[src/rtl/rtptf_pkg.sv]
// ----------------------------------------------------------------------------
// rtptf_pkg
// Shared types and constants of the rgb to tensor pixel format writer:
// format and status codes, register map, configuration and queue entry types.
// ----------------------------------------------------------------------------
package rtptf_pkg;

  // field widths
  localparam int ADDR_W  = 28;
  localparam int BYTE_W  = 8;
  localparam int STAT_W  = 2;
  localparam int FMT_W   = 3;
  localparam int DIM_W   = 13;
  localparam int PITCH_W = 14;
  localparam int ROW_W   = 15;  // row stride, up to three times the width
  localparam int CROW_W  = 13;  // i420 chroma stride
  localparam int XOFF_W  = 15;  // column byte offset, up to three times the column

  // default limits
  localparam int MAX_WIDTH_DEF  = 4096;
  localparam int MAX_HEIGHT_DEF = 4096;
  localparam int QUEUE_DEPTH    = 4;

  // configuration bus
  localparam int APB_DW = 32;
  localparam int APB_AW = 4;

  // register indexes
  localparam logic [1:0] REG_FORMAT = 2'd0;
  localparam logic [1:0] REG_WIDTH  = 2'd1;
  localparam logic [1:0] REG_HEIGHT = 2'd2;
  localparam logic [1:0] REG_PITCH  = 2'd3;

  // output formats
  localparam logic [FMT_W-1:0] FMT_RGB_PACKED = 3'd0;
  localparam logic [FMT_W-1:0] FMT_BGR_PACKED = 3'd1;
  localparam logic [FMT_W-1:0] FMT_RGB_PLANAR = 3'd2;
  localparam logic [FMT_W-1:0] FMT_BGR_PLANAR = 3'd3;
  localparam logic [FMT_W-1:0] FMT_GRAY       = 3'd4;
  localparam logic [FMT_W-1:0] FMT_NV12       = 3'd5;
  localparam logic [FMT_W-1:0] FMT_NV21       = 3'd6;
  localparam logic [FMT_W-1:0] FMT_I420       = 3'd7;

  // result status
  localparam logic [STAT_W-1:0] ST_OK   = 2'd0;
  localparam logic [STAT_W-1:0] ST_SIZE = 2'd1;
  localparam logic [STAT_W-1:0] ST_ODD  = 2'd2;

  // step index of the last write of an item
  localparam logic [1:0] LAST_ONE   = 2'd0;
  localparam logic [1:0] LAST_THREE = 2'd2;

  // bt.601 coefficients
  localparam int unsigned Y_R = 77;
  localparam int unsigned Y_G = 150;
  localparam int unsigned Y_B = 29;
  localparam int unsigned C_HALF = 128;
  localparam int unsigned U_R = 43;   // subtracted
  localparam int unsigned U_G = 85;   // subtracted
  localparam int unsigned V_G = 107;  // subtracted
  localparam int unsigned V_B = 21;   // subtracted
  localparam int unsigned C_BIAS = 32896;  // rounding plus offset that keeps chroma sums positive

  typedef struct packed {
    logic [FMT_W-1:0]   fmt;
    logic [DIM_W-1:0]   width;
    logic [DIM_W-1:0]   height;
    logic [PITCH_W-1:0] pitch;
  } cfg_t;

  typedef struct packed {
    logic [ADDR_W-1:0] addr0;
    logic [ADDR_W-1:0] addr1;
    logic [ADDR_W-1:0] addr2;
    logic [BYTE_W-1:0] val0;
    logic [BYTE_W-1:0] val1;
    logic [BYTE_W-1:0] val2;
    logic [STAT_W-1:0] status;
    logic [1:0]        last_idx;
  } qent_t;

endpackage

[src/rtl/rtptf_front.sv]
// ----------------------------------------------------------------------------
// rtptf_front
// Accepts pixels, tracks column and row, checks the frame size, computes
// luma, chroma and the address products, then forms the write list of the
// item and hands it to the queue.
// ----------------------------------------------------------------------------
module rtptf_front #(
  parameter int MAX_WIDTH  = rtptf_pkg::MAX_WIDTH_DEF,
  parameter int MAX_HEIGHT = rtptf_pkg::MAX_HEIGHT_DEF
) (
  input  logic                      clk,
  input  logic                      rst_n,
  input  rtptf_pkg::cfg_t           cfg,
  input  logic                      in_push,
  output logic                      in_full,
  input  logic [7:0]                in_red,
  input  logic [7:0]                in_green,
  input  logic [7:0]                in_blue,
  input  logic                      in_frame_start,
  output logic                      q_push,
  input  logic                      q_full,
  output rtptf_pkg::qent_t          q_data
);

  localparam int CW = (MAX_WIDTH  > 2) ? $clog2(MAX_WIDTH)  : 1;
  localparam int RW = (MAX_HEIGHT > 2) ? $clog2(MAX_HEIGHT) : 1;
  localparam int AW = rtptf_pkg::ADDR_W;
  localparam int CMP_W = rtptf_pkg::DIM_W + 1;

  logic            accept;
  logic [CW-1:0]   col_r, col_nxt, col0;
  logic [RW-1:0]   row_r, row_nxt, row0;
  logic [CMP_W-1:0] col_inc, row_inc;
  logic            col_wrap;
  logic [rtptf_pkg::STAT_W-1:0] status;
  logic            packed_fmt, i420_fmt;
  logic [rtptf_pkg::ROW_W-1:0]  row_stride, chroma_stride;
  logic [rtptf_pkg::CROW_W-1:0] crow;
  logic [16:0]     luma_sum, u_sum, v_sum;

  // stage one registers
  logic                         s1_valid_r, s1_valid_nxt;
  logic [rtptf_pkg::FMT_W-1:0]  s1_fmt_r;
  logic [rtptf_pkg::STAT_W-1:0] s1_status_r;
  logic [rtptf_pkg::XOFF_W-1:0] s1_xo_r;
  logic [rtptf_pkg::CROW_W-1:0] s1_xc_r;
  logic                         s1_even_r;
  logic [AW-1:0]                s1_pyr_r, s1_phr_r, s1_pc_r, s1_pch_r;
  logic [7:0]                   s1_r_r, s1_g_r, s1_b_r;
  logic [7:0]                   s1_luma_r, s1_u_r, s1_v_r;

  logic [AW-1:0]   lin, cbase;

  assign in_full = s1_valid_r && q_full;
  assign accept  = in_push && !in_full;
  assign q_push  = s1_valid_r && !q_full;

  // frame start clears the position before the pixel is used
  assign col0 = in_frame_start ? '0 : col_r;
  assign row0 = in_frame_start ? '0 : row_r;

  // size check
  always_comb begin
    if (cfg.width == '0 || cfg.height == '0 ||
        CMP_W'(cfg.width) > CMP_W'(MAX_WIDTH) || CMP_W'(cfg.height) > CMP_W'(MAX_HEIGHT)) begin
      status = rtptf_pkg::ST_SIZE;
    end else if (cfg.fmt >= rtptf_pkg::FMT_NV12 && (cfg.width[0] || cfg.height[0])) begin
      status = rtptf_pkg::ST_ODD;
    end else begin
      status = rtptf_pkg::ST_OK;
    end
  end

  // position counters
  always_comb begin
    col_inc  = CMP_W'(col0) + CMP_W'(1);
    col_wrap = col_inc >= CMP_W'(cfg.width);
    row_inc  = CMP_W'(row0) + CMP_W'(col_wrap);
    col_nxt  = col0;
    row_nxt  = row0;
    if (status == rtptf_pkg::ST_OK) begin
      col_nxt = col_wrap ? '0 : col_inc[CW-1:0];
      row_nxt = (row_inc >= CMP_W'(cfg.height)) ? '0 : row_inc[RW-1:0];
    end
  end

  always_ff @(posedge clk) begin
    if (!rst_n) begin
      col_r <= '0;
      row_r <= '0;
    end else if (accept) begin
      col_r <= col_nxt;
      row_r <= row_nxt;
    end
  end

  // row strides
  always_comb begin
    packed_fmt = (cfg.fmt == rtptf_pkg::FMT_RGB_PACKED) || (cfg.fmt == rtptf_pkg::FMT_BGR_PACKED);
    i420_fmt   = (cfg.fmt == rtptf_pkg::FMT_I420);
    if (cfg.pitch != '0) begin
      row_stride = rtptf_pkg::ROW_W'(cfg.pitch);
      crow       = rtptf_pkg::CROW_W'(cfg.pitch >> 1);
    end else begin
      row_stride = packed_fmt ? rtptf_pkg::ROW_W'(cfg.width) * rtptf_pkg::ROW_W'(3)
                              : rtptf_pkg::ROW_W'(cfg.width);
      crow       = rtptf_pkg::CROW_W'(cfg.width >> 1);
    end
    chroma_stride = i420_fmt ? rtptf_pkg::ROW_W'(crow) : row_stride;
  end

  // color sums, chroma kept nonnegative by the bias
  always_comb begin
    luma_sum = 17'(rtptf_pkg::Y_R) * 17'(in_red) + 17'(rtptf_pkg::Y_G) * 17'(in_green)
             + 17'(rtptf_pkg::Y_B) * 17'(in_blue) + 17'(rtptf_pkg::C_HALF);
    u_sum = 17'(rtptf_pkg::C_BIAS) + {2'b00, in_blue, 7'd0}
          - 17'(rtptf_pkg::U_R) * 17'(in_red) - 17'(rtptf_pkg::U_G) * 17'(in_green);
    v_sum = 17'(rtptf_pkg::C_BIAS) + {2'b00, in_red, 7'd0}
          - 17'(rtptf_pkg::V_G) * 17'(in_green) - 17'(rtptf_pkg::V_B) * 17'(in_blue);
  end

  // stage one valid
  always_comb begin
    s1_valid_nxt = accept || (s1_valid_r && q_full);
  end

  always_ff @(posedge clk) begin
    if (!rst_n) begin
      s1_valid_r <= 1'b0;
    end else begin
      s1_valid_r <= s1_valid_nxt;
    end
  end

  // stage one payload, one multiplier per product
  always_ff @(posedge clk) begin
    if (accept) begin
      s1_fmt_r    <= cfg.fmt;
      s1_status_r <= status;
      s1_xo_r     <= packed_fmt ? rtptf_pkg::XOFF_W'(col0) * rtptf_pkg::XOFF_W'(3)
                                : rtptf_pkg::XOFF_W'(col0);
      s1_xc_r     <= i420_fmt ? rtptf_pkg::CROW_W'(col0 >> 1) : rtptf_pkg::CROW_W'(col0);
      s1_even_r   <= !col0[0] && !row0[0];
      s1_pyr_r    <= AW'(row0) * AW'(row_stride);
      s1_phr_r    <= AW'(cfg.height) * AW'(row_stride);
      s1_pc_r     <= AW'(row0 >> 1) * AW'(chroma_stride);
      s1_pch_r    <= AW'(crow) * AW'(cfg.height >> 1);
      s1_r_r      <= in_red;
      s1_g_r      <= in_green;
      s1_b_r      <= in_blue;
      s1_luma_r   <= luma_sum[15:8];
      s1_u_r      <= u_sum[16] ? 8'hff : u_sum[15:8];
      s1_v_r      <= v_sum[16] ? 8'hff : v_sum[15:8];
    end
  end

  // write list of the item
  assign lin   = s1_pyr_r + AW'(s1_xo_r);
  assign cbase = s1_phr_r + s1_pc_r + AW'(s1_xc_r);

  always_comb begin
    q_data          = '0;
    q_data.status   = s1_status_r;
    q_data.last_idx = rtptf_pkg::LAST_ONE;
    if (s1_status_r == rtptf_pkg::ST_OK) begin
      case (s1_fmt_r)
        rtptf_pkg::FMT_RGB_PACKED, rtptf_pkg::FMT_BGR_PACKED: begin
          q_data.addr0    = lin;
          q_data.addr1    = lin + AW'(1);
          q_data.addr2    = lin + AW'(2);
          q_data.val1     = s1_g_r;
          q_data.val0     = (s1_fmt_r == rtptf_pkg::FMT_BGR_PACKED) ? s1_b_r : s1_r_r;
          q_data.val2     = (s1_fmt_r == rtptf_pkg::FMT_BGR_PACKED) ? s1_r_r : s1_b_r;
          q_data.last_idx = rtptf_pkg::LAST_THREE;
        end
        rtptf_pkg::FMT_RGB_PLANAR, rtptf_pkg::FMT_BGR_PLANAR: begin
          q_data.addr0    = lin;
          q_data.addr1    = s1_phr_r + lin;
          q_data.addr2    = {s1_phr_r[AW-2:0], 1'b0} + lin;
          q_data.val1     = s1_g_r;
          q_data.val0     = (s1_fmt_r == rtptf_pkg::FMT_BGR_PLANAR) ? s1_b_r : s1_r_r;
          q_data.val2     = (s1_fmt_r == rtptf_pkg::FMT_BGR_PLANAR) ? s1_r_r : s1_b_r;
          q_data.last_idx = rtptf_pkg::LAST_THREE;
        end
        rtptf_pkg::FMT_GRAY: begin
          q_data.addr0 = lin;
          q_data.val0  = s1_luma_r;
        end
        default: begin
          // yuv: luma, then chroma pair on the top-left pixel of each block
          q_data.addr0    = lin;
          q_data.val0     = s1_luma_r;
          q_data.addr1    = cbase;
          q_data.addr2    = (s1_fmt_r == rtptf_pkg::FMT_I420) ? cbase + s1_pch_r
                                                              : cbase + AW'(1);
          q_data.val1     = (s1_fmt_r == rtptf_pkg::FMT_NV21) ? s1_v_r : s1_u_r;
          q_data.val2     = (s1_fmt_r == rtptf_pkg::FMT_NV21) ? s1_u_r : s1_v_r;
          q_data.last_idx = s1_even_r ? rtptf_pkg::LAST_THREE : rtptf_pkg::LAST_ONE;
        end
      endcase
    end
  end

endmodule

[src/rtl/rtptf_queue.sv]
// ----------------------------------------------------------------------------
// rtptf_queue
// Short first-in first-out queue of item write lists between the front and
// back parts, in flip-flops, with full and empty decoded from the fill count.
// ----------------------------------------------------------------------------
module rtptf_queue #(
  parameter int DEPTH = rtptf_pkg::QUEUE_DEPTH,
  parameter int WIDTH = $bits(rtptf_pkg::qent_t)
) (
  input  logic             clk,
  input  logic             rst_n,
  input  logic             push,
  input  logic [WIDTH-1:0] wr_data,
  output logic             full,
  input  logic             pop,
  output logic [WIDTH-1:0] rd_data,
  output logic             empty
);

  localparam int PW = (DEPTH > 1) ? $clog2(DEPTH) : 1;
  localparam int NW = $clog2(DEPTH + 1);

  logic [WIDTH-1:0] slot_r [DEPTH];
  logic [PW-1:0]    wr_ptr_r, wr_ptr_nxt, rd_ptr_r, rd_ptr_nxt;
  logic [NW-1:0]    count_r, count_nxt;
  logic             do_push, do_pop;

  assign full    = (count_r == NW'(DEPTH));
  assign empty   = (count_r == '0);
  assign do_push = push && !full;
  assign do_pop  = pop && !empty;
  assign rd_data = slot_r[rd_ptr_r];

  // pointer and fill count
  always_comb begin
    wr_ptr_nxt = wr_ptr_r;
    rd_ptr_nxt = rd_ptr_r;
    count_nxt  = count_r;
    if (do_push) begin
      wr_ptr_nxt = (wr_ptr_r == PW'(DEPTH - 1)) ? '0 : wr_ptr_r + PW'(1);
    end
    if (do_pop) begin
      rd_ptr_nxt = (rd_ptr_r == PW'(DEPTH - 1)) ? '0 : rd_ptr_r + PW'(1);
    end
    if (do_push && !do_pop) begin
      count_nxt = count_r + NW'(1);
    end else if (do_pop && !do_push) begin
      count_nxt = count_r - NW'(1);
    end
  end

  always_ff @(posedge clk) begin
    if (!rst_n) begin
      wr_ptr_r <= '0;
      rd_ptr_r <= '0;
      count_r  <= '0;
    end else begin
      wr_ptr_r <= wr_ptr_nxt;
      rd_ptr_r <= rd_ptr_nxt;
      count_r  <= count_nxt;
    end
  end

  // storage
  always_ff @(posedge clk) begin
    if (do_push) begin
      slot_r[wr_ptr_r] <= wr_data;
    end
  end

endmodule

[src/rtl/rtptf_back.sv]
// ----------------------------------------------------------------------------
// rtptf_back
// Walks the write list at the queue head, one byte write per cycle unless
// stalled, into an output register that holds a result until it is taken.
// ----------------------------------------------------------------------------
module rtptf_back (
  input  logic                               clk,
  input  logic                               rst_n,
  input  rtptf_pkg::qent_t                   q_data,
  input  logic                               q_empty,
  output logic                               q_pop,
  output logic                               out_empty,
  input  logic                               out_pop,
  output logic [rtptf_pkg::ADDR_W-1:0]       out_byte_address,
  output logic [rtptf_pkg::BYTE_W-1:0]       out_byte_value,
  output logic [rtptf_pkg::STAT_W-1:0]       out_status,
  output logic                               out_last_of_pixel
);

  logic [1:0] step_r, step_nxt;
  logic       ov_r, ov_nxt;
  logic       load, last;
  logic [rtptf_pkg::ADDR_W-1:0] addr_sel;
  logic [rtptf_pkg::BYTE_W-1:0] val_sel;

  logic [rtptf_pkg::ADDR_W-1:0] addr_r;
  logic [rtptf_pkg::BYTE_W-1:0] val_r;
  logic [rtptf_pkg::STAT_W-1:0] status_r;
  logic                         last_r;

  assign load  = !q_empty && (!ov_r || out_pop);
  assign last  = (step_r == q_data.last_idx);
  assign q_pop = load && last;

  // pick the write of the current step
  always_comb begin
    case (step_r)
      2'd0: begin
        addr_sel = q_data.addr0;
        val_sel  = q_data.val0;
      end
      2'd1: begin
        addr_sel = q_data.addr1;
        val_sel  = q_data.val1;
      end
      default: begin
        addr_sel = q_data.addr2;
        val_sel  = q_data.val2;
      end
    endcase
  end

  // step counter and output valid
  always_comb begin
    step_nxt = step_r;
    if (load) begin
      step_nxt = last ? 2'd0 : step_r + 2'd1;
    end
    ov_nxt = load ? 1'b1 : (out_pop ? 1'b0 : ov_r);
  end

  always_ff @(posedge clk) begin
    if (!rst_n) begin
      step_r <= 2'd0;
      ov_r   <= 1'b0;
    end else begin
      step_r <= step_nxt;
      ov_r   <= ov_nxt;
    end
  end

  // output payload
  always_ff @(posedge clk) begin
    if (load) begin
      addr_r   <= addr_sel;
      val_r    <= val_sel;
      status_r <= q_data.status;
      last_r   <= last;
    end
  end

  assign out_empty         = !ov_r;
  assign out_byte_address  = addr_r;
  assign out_byte_value    = val_r;
  assign out_status        = status_r;
  assign out_last_of_pixel = last_r;

endmodule

[src/rtl/rgb_to_tensor_pixel_format_writer.sv]
// ----------------------------------------------------------------------------
// rgb_to_tensor_pixel_format_writer
// Turns a raster stream of rgb pixels into byte writes of a model input
// tensor: packed or planar rgb/bgr, bt.601 gray, nv12, nv21 or i420.
// ----------------------------------------------------------------------------
//  channel   handshake              payload
//  in        in_push / in_full      in_red, in_green, in_blue, in_frame_start
//  out       out_empty / out_pop    out_byte_address, out_byte_value,
//                                   out_status, out_last_of_pixel
//  config    psel, penable, pwrite  paddr, pwdata, prdata, pready
//
//  An item waits in the front register (products, then write list) until it
//  enters the queue; its writes then pass from the queue to the back output.
//  The back part gives one byte write per cycle on its single result port
//  while its output is taken, so an item yields three writes or one.
//  A four-entry queue lets the front keep accepting while the back stalls.
//  Reset clears the position and queue counters, config and all valid flags.
// ----------------------------------------------------------------------------
module rgb_to_tensor_pixel_format_writer #(
  parameter int MAX_WIDTH   = rtptf_pkg::MAX_WIDTH_DEF,
  parameter int MAX_HEIGHT  = rtptf_pkg::MAX_HEIGHT_DEF,
  parameter int QUEUE_DEPTH = rtptf_pkg::QUEUE_DEPTH
) (
  input  logic                            clk,
  input  logic                            rst_n,
  input  logic                            in_push,
  output logic                            in_full,
  input  logic [7:0]                      in_red,
  input  logic [7:0]                      in_green,
  input  logic [7:0]                      in_blue,
  input  logic                            in_frame_start,
  output logic                            out_empty,
  input  logic                            out_pop,
  output logic [rtptf_pkg::ADDR_W-1:0]    out_byte_address,
  output logic [rtptf_pkg::BYTE_W-1:0]    out_byte_value,
  output logic [rtptf_pkg::STAT_W-1:0]    out_status,
  output logic                            out_last_of_pixel,
  input  logic                            psel,
  input  logic                            penable,
  input  logic                            pwrite,
  input  logic [rtptf_pkg::APB_AW-1:0]    paddr,
  input  logic [rtptf_pkg::APB_DW-1:0]    pwdata,
  output logic [rtptf_pkg::APB_DW-1:0]    prdata,
  output logic                            pready
);

  rtptf_pkg::cfg_t  cfg_r, cfg_nxt;
  rtptf_pkg::qent_t q_wr, q_rd;
  logic             q_push, q_full, q_pop, q_empty;
  logic             cfg_we;
  logic [1:0]       reg_idx;

  // configuration registers
  assign pready  = 1'b1;
  assign cfg_we  = psel && penable && pwrite;
  assign reg_idx = paddr[3:2];

  always_comb begin
    cfg_nxt = cfg_r;
    if (cfg_we) begin
      case (reg_idx)
        rtptf_pkg::REG_FORMAT: cfg_nxt.fmt    = pwdata[rtptf_pkg::FMT_W-1:0];
        rtptf_pkg::REG_WIDTH:  cfg_nxt.width  = pwdata[rtptf_pkg::DIM_W-1:0];
        rtptf_pkg::REG_HEIGHT: cfg_nxt.height = pwdata[rtptf_pkg::DIM_W-1:0];
        rtptf_pkg::REG_PITCH:  cfg_nxt.pitch  = pwdata[rtptf_pkg::PITCH_W-1:0];
        default: cfg_nxt = cfg_r;
      endcase
    end
  end

  always_ff @(posedge clk) begin
    if (!rst_n) begin
      cfg_r <= '0;
    end else begin
      cfg_r <= cfg_nxt;
    end
  end

  // register read back
  always_comb begin
    case (reg_idx)
      rtptf_pkg::REG_FORMAT: prdata = rtptf_pkg::APB_DW'(cfg_r.fmt);
      rtptf_pkg::REG_WIDTH:  prdata = rtptf_pkg::APB_DW'(cfg_r.width);
      rtptf_pkg::REG_HEIGHT: prdata = rtptf_pkg::APB_DW'(cfg_r.height);
      rtptf_pkg::REG_PITCH:  prdata = rtptf_pkg::APB_DW'(cfg_r.pitch);
      default:               prdata = '0;
    endcase
  end

  // front: accept, classify, build the write list
  rtptf_front #(
    .MAX_WIDTH  (MAX_WIDTH),
    .MAX_HEIGHT (MAX_HEIGHT)
  ) u_front (
    .clk            (clk),
    .rst_n          (rst_n),
    .cfg            (cfg_r),
    .in_push        (in_push),
    .in_full        (in_full),
    .in_red         (in_red),
    .in_green       (in_green),
    .in_blue        (in_blue),
    .in_frame_start (in_frame_start),
    .q_push         (q_push),
    .q_full         (q_full),
    .q_data         (q_wr)
  );

  // queue between the two parts
  rtptf_queue #(
    .DEPTH (QUEUE_DEPTH),
    .WIDTH ($bits(rtptf_pkg::qent_t))
  ) u_queue (
    .clk     (clk),
    .rst_n   (rst_n),
    .push    (q_push),
    .wr_data (q_wr),
    .full    (q_full),
    .pop     (q_pop),
    .rd_data (q_rd),
    .empty   (q_empty)
  );

  // back: one byte write per cycle unless the output stalls
  rtptf_back u_back (
    .clk               (clk),
    .rst_n             (rst_n),
    .q_data            (q_rd),
    .q_empty           (q_empty),
    .q_pop             (q_pop),
    .out_empty         (out_empty),
    .out_pop           (out_pop),
    .out_byte_address  (out_byte_address),
    .out_byte_value    (out_byte_value),
    .out_status        (out_status),
    .out_last_of_pixel (out_last_of_pixel)
  );

  // checks
  a_no_push_full: assert property (@(posedge clk) disable iff (!rst_n)
    !(q_push && q_full))
    else $error("write list pushed into a full queue");

  a_no_pop_empty: assert property (@(posedge clk) disable iff (!rst_n)
    q_pop |-> !q_empty)
    else $error("write list popped from an empty queue");

  a_error_shape: assert property (@(posedge clk) disable iff (!rst_n)
    (!out_empty && out_status != rtptf_pkg::ST_OK) |->
      (out_last_of_pixel && out_byte_address == '0 && out_byte_value == '0))
    else $error("error result with payload or not last");

  a_item_unbroken: assert property (@(posedge clk) disable iff (!rst_n)
    (!out_empty && out_pop && !out_last_of_pixel) |=> !out_empty)
    else $error("gap inside the writes of one item");

endmodule
[config.mk]
export PLATFORM = sky130hd
export DESIGN_NAME = rgb_to_tensor_pixel_format_writer
export DESIGN_NICKNAME = d
export VERILOG_FILES = /design/src/rtl/rtptf_pkg.sv /design/src/rtl/rtptf_front.sv /design/src/rtl/rtptf_queue.sv /design/src/rtl/rtptf_back.sv /design/src/rtl/rgb_to_tensor_pixel_format_writer.sv
export SDC_FILE = /design/constraint.sdc
export NUM_CORES = 2
export LEC_CHECK = 0
export BUFFER_PORTS_ARGS = -buffer_cell sky130_fd_sc_hd__buf_2
export CAP_MARGIN = 20
export CORE_MARGIN = 2
export CORE_UTILIZATION = 30
export DETAILED_ROUTE_END_ITERATION = 10
export PLACE_DENSITY_LB_ADDON = 0.2
export REMOVE_ABC_BUFFERS = 1
export SKIP_LAST_GASP = 1
export SYNTH_ARGS = -nofsm -noshare
export SYNTH_HDL_FRONTEND = slang
export SYNTH_HIERARCHICAL = 1
export SYNTH_SLANG_ARGS = --single-unit
[constraint.sdc]
create_clock -name clk -period 8.3 [get_ports clk]
set_input_delay 2.075 -clock clk [delete_from_list [all_inputs] [get_ports clk]]
set_output_delay 2.075 -clock clk [all_outputs]
set_load 0.05 [all_outputs]
# Yosys cells after proc, flatten, opt, wreduce, memory -nomap -nowiden
# Memories as Yosys holds them, arrays and structs flattened. A register that Yosys moved wholly into a read port is not among the register bits.
# Cells that the tools add are included.
[op_classes] addsub=25 n_mul=13 n_lt_le_gt_ge=5 n_eq_ne=16 n_mux=42 n_reduce_logical=47
[ops] cell="case mux 56 bit (3 select lines)" count=1
[ops] cell="case mux 32 bit (4 select lines)" count=1
[ops] cell="adder 28 bit" count=4
[ops] cell="2-to-1 mux 108 bit" count=1
[ops] cell="2-to-1 mux 12 bit" count=7
[ops] cell="multiplier 7 x 8 -> 15 bit (first input constant)" count=4
[ops] cell="adder 28 x 1 -> 28 bit (second input constant)" count=2
[ops] cell="case mux 28 bit (2 select lines)" count=1
[ops] cell="2-to-1 mux 8 bit" count=6
[ops] cell="case mux 16 bit (3 select lines)" count=1
[ops] cell="2-to-1 mux 15 bit" count=3
[ops] cell="adder 16 x 15 -> 17 bit (first input constant)" count=2
[ops] cell="subtractor 17 x 15 -> 17 bit" count=2
[ops] cell="case mux 8 bit (2 select lines)" count=2
[ops] cell="adder 27 x 15 -> 28 bit" count=1
[ops] cell="adder 28 x 13 -> 28 bit" count=1
[ops] cell="adder 28 x 2 -> 28 bit (second input constant)" count=1
[ops] cell="greater-or-equal comparator 14 x 13 -> 1 bit" count=2
[ops] cell="multiplier 13 x 15 -> 28 bit" count=1
[ops] cell="2-to-1 mux 28 bit" count=1
[ops] cell="multiplier 12 x 15 -> 27 bit" count=1
[ops] cell="> comparator 13 bit (second input constant)" count=2
[ops] cell="zero test 13 bit" count=2
[ops] cell="multiplier 11 x 15 -> 26 bit" count=1
[ops] cell="38 further kinds" count=98
[totals] reg_bits=310 ramBits=448 input_bits=68 out_inout_bits=74 word_cells=182 mem_count=1
[memory_table] name="u_queue.slot_r" depth=4 word_bits=112 rd=1 rd_clocked_by_memory_dff=1 wr=1 line="rtptf_queue.sv:23" text="logic [WIDTH-1:0] slot_r [DEPTH];"

# Logic depth before layout (Yosys ltp)
[logic_depth] word_depth=8 mapped_depth=36 mapped_depth_nobuf=34

# By module
# The synthesis kept the hierarchy.
[modules_own_cells] mod="rtptf_front" n_inst=1 cells_each=5275 area_each_um2=46716.1 seq_area_each_um2=6085.8
[modules_own_cells] mod="rtptf_queue" n_inst=1 cells_each=636 area_each_um2=16719.8 seq_area_each_um2=13633.1
[modules_own_cells] mod="rgb_to_tensor_pixel_format_writer" n_inst=1 cells_each=210 area_each_um2=2082.0 seq_area_each_um2=860.8
[modules_own_cells] mod="rtptf_back" n_inst=1 cells_each=183 area_each_um2=2023.2 seq_area_each_um2=1231.2

# Worst setup path after synthesis
# Ideal clock, no wire load.
[synth_path] path_type="input to register" from="in in_green[3]" to="reg u_front.s1_luma_r[7], data pin" setup_ns=0.260 arrival_time_ns=7.954 required_time_ns=8.040 setup_slack_ns=0.086 cell_stages=24 n_path_buf=0 path_cell_list="ha_1 ha_1 ha_1 inv_1 fa_1 inv_1 ha_1 a21oi_1 xnor2_1 fa_1 inv_1 fa_1 fa_1 inv_1 fa_1 ha_1 ha_1 or2_2 o311a_1 o31a_1 o21a_1 o21a_1 nor2_1 xnor2_1"
[synth_via] elab_chain_len=4
[synth_rtl] item="from (decl)" line="rgb_to_tensor_pixel_format_writer.sv:29" text="input logic [7:0] in_green,"
[synth_rtl] item="multiplier 7 x 8 -> 15 bit" line="rtptf_front.sv:114" text="luma_sum = 17'(rtptf_pkg::Y_R) * 17'(in_red) + 17'(rtptf_pkg::Y_G) * 17'(in_green)"
[synth_rtl] item="adder 15 x 16 -> 16 bit" line="rtptf_front.sv:114"
[synth_rtl] item="adder 16 x 13 -> 16 bit" line="rtptf_front.sv:115" text="+ 17'(rtptf_pkg::Y_B) * 17'(in_blue) + 17'(rtptf_pkg::C_HALF);"
[synth_rtl] item="adder 16 x 8 -> 16 bit" line="rtptf_front.sv:115"
[synth_rtl] item="via u_front.luma_sum[15]" line="rtptf_front.sv:39" text="logic [16:0] luma_sum, u_sum, v_sum;"
[synth_rtl] item="to (signal assigned)" line="rtptf_front.sv:151" text="s1_luma_r <= luma_sum[15:8];"
[synth_rtl] item="to (decl)" line="rtptf_front.sv:50" text="logic [7:0] s1_luma_r, s1_u_r, s1_v_r;"
# The timed path passes the listed nets, and every way through them passes these cells.
# A chain may end at the register's enable or synchronous reset.

# Final worst setup path
[layout_path] from="reg cfg_r[28] (netlist name)" to="reg u_front.s1_phr_r[22], data pin"
[layout_via] elab_chain_len=4
[layout_rtl] item="from (decl)" line="rgb_to_tensor_pixel_format_writer.sv:47" text="rtptf_pkg::cfg_t cfg_r, cfg_nxt;"
[layout_rtl] item="from (signal assigned)" line="rgb_to_tensor_pixel_format_writer.sv:75" text="cfg_r <= cfg_nxt;"
[layout_rtl] item="multiplier 13 x 2 -> 15 bit" line="rtptf_front.sv:105" text="row_stride = packed_fmt ? rtptf_pkg::ROW_W'(cfg.width) * rtptf_pkg::ROW_W'(3)"
[layout_rtl] item="2-to-1 mux 15 bit (*)" line="rtptf_front.sv:105"
[layout_rtl] item="2-to-1 mux 15 bit (*)" line="rtptf_front.sv:101" text="if (cfg.pitch != '0) begin"
[layout_rtl] item="multiplier 13 x 15 -> 28 bit (*)" line="rtptf_front.sv:145" text="s1_phr_r <= AW'(cfg.height) * AW'(row_stride);"
[layout_rtl] item="to (signal assigned)" line="rtptf_front.sv:145"
[layout_rtl] item="to (decl)" line="rtptf_front.sv:48" text="logic [AW-1:0] s1_pyr_r, s1_phr_r, s1_pc_r, s1_pch_r;"
# Every way passes the cells marked *; elsewhere a longest branch is shown, timed or not.

==> reports/results.txt <==
Worst r2r src: cfg_r[28]
Peak supply drop: 0.5222 mV
Register area share after synthesis: 32.29%
Fraction of layout cells with a size suffix above 1: 12.64%
CTS sink count: 753
DPL Wire Length: 156700 um
Crit path largest cell delay: 0.54 ns
Min-delay src: u_front/col_r[10]
Total power: 16510 uW
Grt total ovfl: 0
Initial antenna violation count: 7
Worst setup path start: cfg_r[28]
Drt wl/cell: 20.82 um
Root Buffer: clkbuf_16
Worst path slowest cell: fa_1
Placer Congestion: 0.9445
Top delay family on crit path: adder cells
H-Tree Depth: 3
Clock Skews: 0.06998 ns
I/O pins: 142
Drt via density: 4.783
Crit path launch type: register
# setup viols final: 0
DR vias: 46490
Req. time, crit path: 8.73 ns
Netlist cell types: 98
Yosys warnings: 6
Routed WL: 202300 um
Post-synth top flop: edfxtp_1
F_max: 125.1 MHz
#FFs+latches synth: 753
Post-Syn Area: 67540 um^2
Synth area leader: edfxtp_1
Hold WC Path Type: reg2reg
Post-synth ARST share: 0%
Crit. End Element: register
Layout area overhead: 13.87%
# Max-Cap Violations: 0
Power per cell area: 214.7 nW/um^2
Clock Latency Late Sink: 0.75 ns
CTS hold repair buffers: 0
Vias in the first global route: 49430
Static leakage: 0.03436 uW
Core area: 224200 um^2
First-pass GRT wire length: 309700 um
Slew headroom: 25.24%
Yosys top cell area share: 29.92%
# nets final: 8064
Largest fanout on the critical path: 4
# port buffers: 102
Commonest non-fill, non-tap cells in the layout: inv_1 (976), nand2_1 (679), ha_1 (674), edfxtp_1 (673), fa_1 (667)
CTS tree: done
Fillers: 22790
Post-synth EDFFs: 673
Buf/Inv on CP: 11
Die area: 228900 um^2
CTS Buf Count: 90
Die height: 478.5 um
Cell mode on critical path: buf_4
Drt first pass iters: 5
Period minus WS final: 7.996 ns
Inst Count DP: 9543
CTS max path bufs: 3
Final period util: 96.34%
Starting Density: 30.12%
Mean Syn Cell Area: 10.71 um^2
Top post-synthesis cells by area: edfxtp_1 (30%), fa_1 (20%), ha_1 (13%)
Clock transition at path regs: 0.05 ns
DIE WIDTH: 478.5 um
Antenna Nets Post-Route: 0
Largest net degree at the start of global routing: 127
Worst-margin pin slew: 1.107 ns
Final Hold Vio Count: 0
Final std cells w/o fill: 9719
Mapped Cells: 6304
Final Slew Violations: 0
Crit Path Class: reg2reg
WP data arrival: 8.43 ns
Initial DRC Count: 2714
DRC Markers: 0
Total track usage: 17.81%
Status: complete, no violations
Commonest non-fill, non-tap cell in the layout: inv_1
Row cnt: 174
cell usage after synthesis, types with 20 or more instances:
cell / count
a211oi_1: 20
a21o_1: 121
a21oi_1: 221
a22oi_1: 62
and2_1: 183
and3_1: 25
buf_4: 26
clkbuf_1: 170
dfxtp_1: 80
edfxtp_1: 673
fa_1: 670
ha_1: 678
inv_1: 978
mux2i_1: 63
mux4_2: 115
nand2_1: 680
nand2b_1: 43
nand3_1: 57
nor2_1: 444
nor2b_1: 62
nor3_1: 58
o21a_1: 52
o21ai_0: 162
o21bai_1: 28
o22ai_1: 23
or3_1: 21
xnor2_1: 184
xor2_1: 74
power by group:
| group | internal, uW | total (uW) | switching (uW) |
|---|---|---|---|
| Combinational | 3060 | 7490 | 4430 |
| Clock | 2290 | 4020 | 1720 |
| Sequential | 4830 | 5000 | 176 |
| Total | 10200 | 16500 | 6330 |
worst register-to-register path: cells and delay by family, from the launching register on:
family	cells	cell delay, ns
adder cells (fa/ha/maj)	7	3.05
AO/OA/AOI/OAI	13	2.18
buffers and inverters	11	1.31
AND/OR/NAND/NOR	6	0.70
flip-flops	1	0.34
XOR/XNOR	1	0.14
registers in the layout, indices dropped and copies added (netlist names), 12 cells and up, named ones only:
name	cells
u_back/out_byte_address	28
u_front/s1_xo_r	14
cfg_r	43
u_queue/slot_r	448
u_front/col_r	12
u_front/s1_pch_r	25
u_front/row_r	12
u_front/s1_xc_r	12
u_front/s1_pyr_r	27
u_front/s1_pc_r	26
u_front/s1_phr_r	28
kinds of logic (layout without fill, tap and decap cells):
| group | count (synthesis) | in the layout | synth area share [%] |
|---|---|---|---|
| other | 3 | 22 | 0.01667 |
| multiplexers | 195 | 195 | 5.052 |
| AO/OA/AOI/OAI | 862 | 862 | 8.407 |
| AND/OR/NAND/NOR | 1650 | 1650 | 11.06 |
| XOR/XNOR | 258 | 258 | 3.346 |
| buffers and inverters | 1235 | 1639 | 7.410 |
| flip-flops | 753 | 753 | 32.29 |
| adder cells (fa/ha/maj) | 1348 | 1348 | 32.42 |
metal layers:
layer | share of wire, % | wire length (um) | vias to the layer above | track usage, %
li1 | - | - | 21770 | -
met1 | 48 | 96110 | 23540 | 24.90
met2 | 46 | 92670 | 911 | 29.11
met3 | 3.4 | 6862 | 262 | 1.626
met4 | 3.3 | 6674 | 2 | 5.483
met5 | 0.0044 | 9 | - | 0
path summary, 6_finish.rpt:
check                                       endpoint  slack, ns  cells past startpoint
worst min register to register     u_front/col_r[10]       0.48                      2
worst min-delay path               u_front/col_r[10]       0.48                      2
worst max-delay path            u_front/s1_phr_r[22]       0.30                     38
worst max register to register  u_front/s1_phr_r[22]       0.30                     38
cell type report:
cell class / count / area [um^2] / area share (%)
well taps: 2992 / 3744 / 4.868
repair buffers: 485 / 3585 / 4.661
clock buffers: 110 / 2337 / 3.039
diodes: 2 / 5.005 / 0.006508
flip-flops and latches: 753 / 21820 / 28.37
inverters: 985 / 3705 / 4.817
multi-input cells: 4333 / 41030 / 53.35
clock inverters: 59 / 678.2 / 0.8818
per-stage QoR:
step / TNS, ns / area [um^2] / hold slack, ns / util (%) / setup slack [ns]
2_1_floorplan: -1.060 / 66300 / 0.4560 / - / -0.4185
3_3_place_gp: -1.604 / 73640 / 0.4726 / 32.84 / -0.3801
3_5_place_dp: -1.604 / 73650 / 0.4770 / 32.84 / -0.3272
4_1_cts: 0 / 76700 / 0.4823 / 34.20 / 0.002636
5_1_grt: -0.1132 / 76900 / 0.5278 / 34.29 / -0.07371
6_report: 0 / 76910 / 0.4809 / 34.30 / 0.3037
what timing repair did:
| action | CTS | global route |
|---|---|---|
| gates resized for setup | 5 | 47 |
| buffers inserted | 2 | 3 |
| pin swaps | 3 | 19 |
| setup endpoints to repair | 8 | 26 |
No activity file was read; power rests on OpenSTA's default activity.
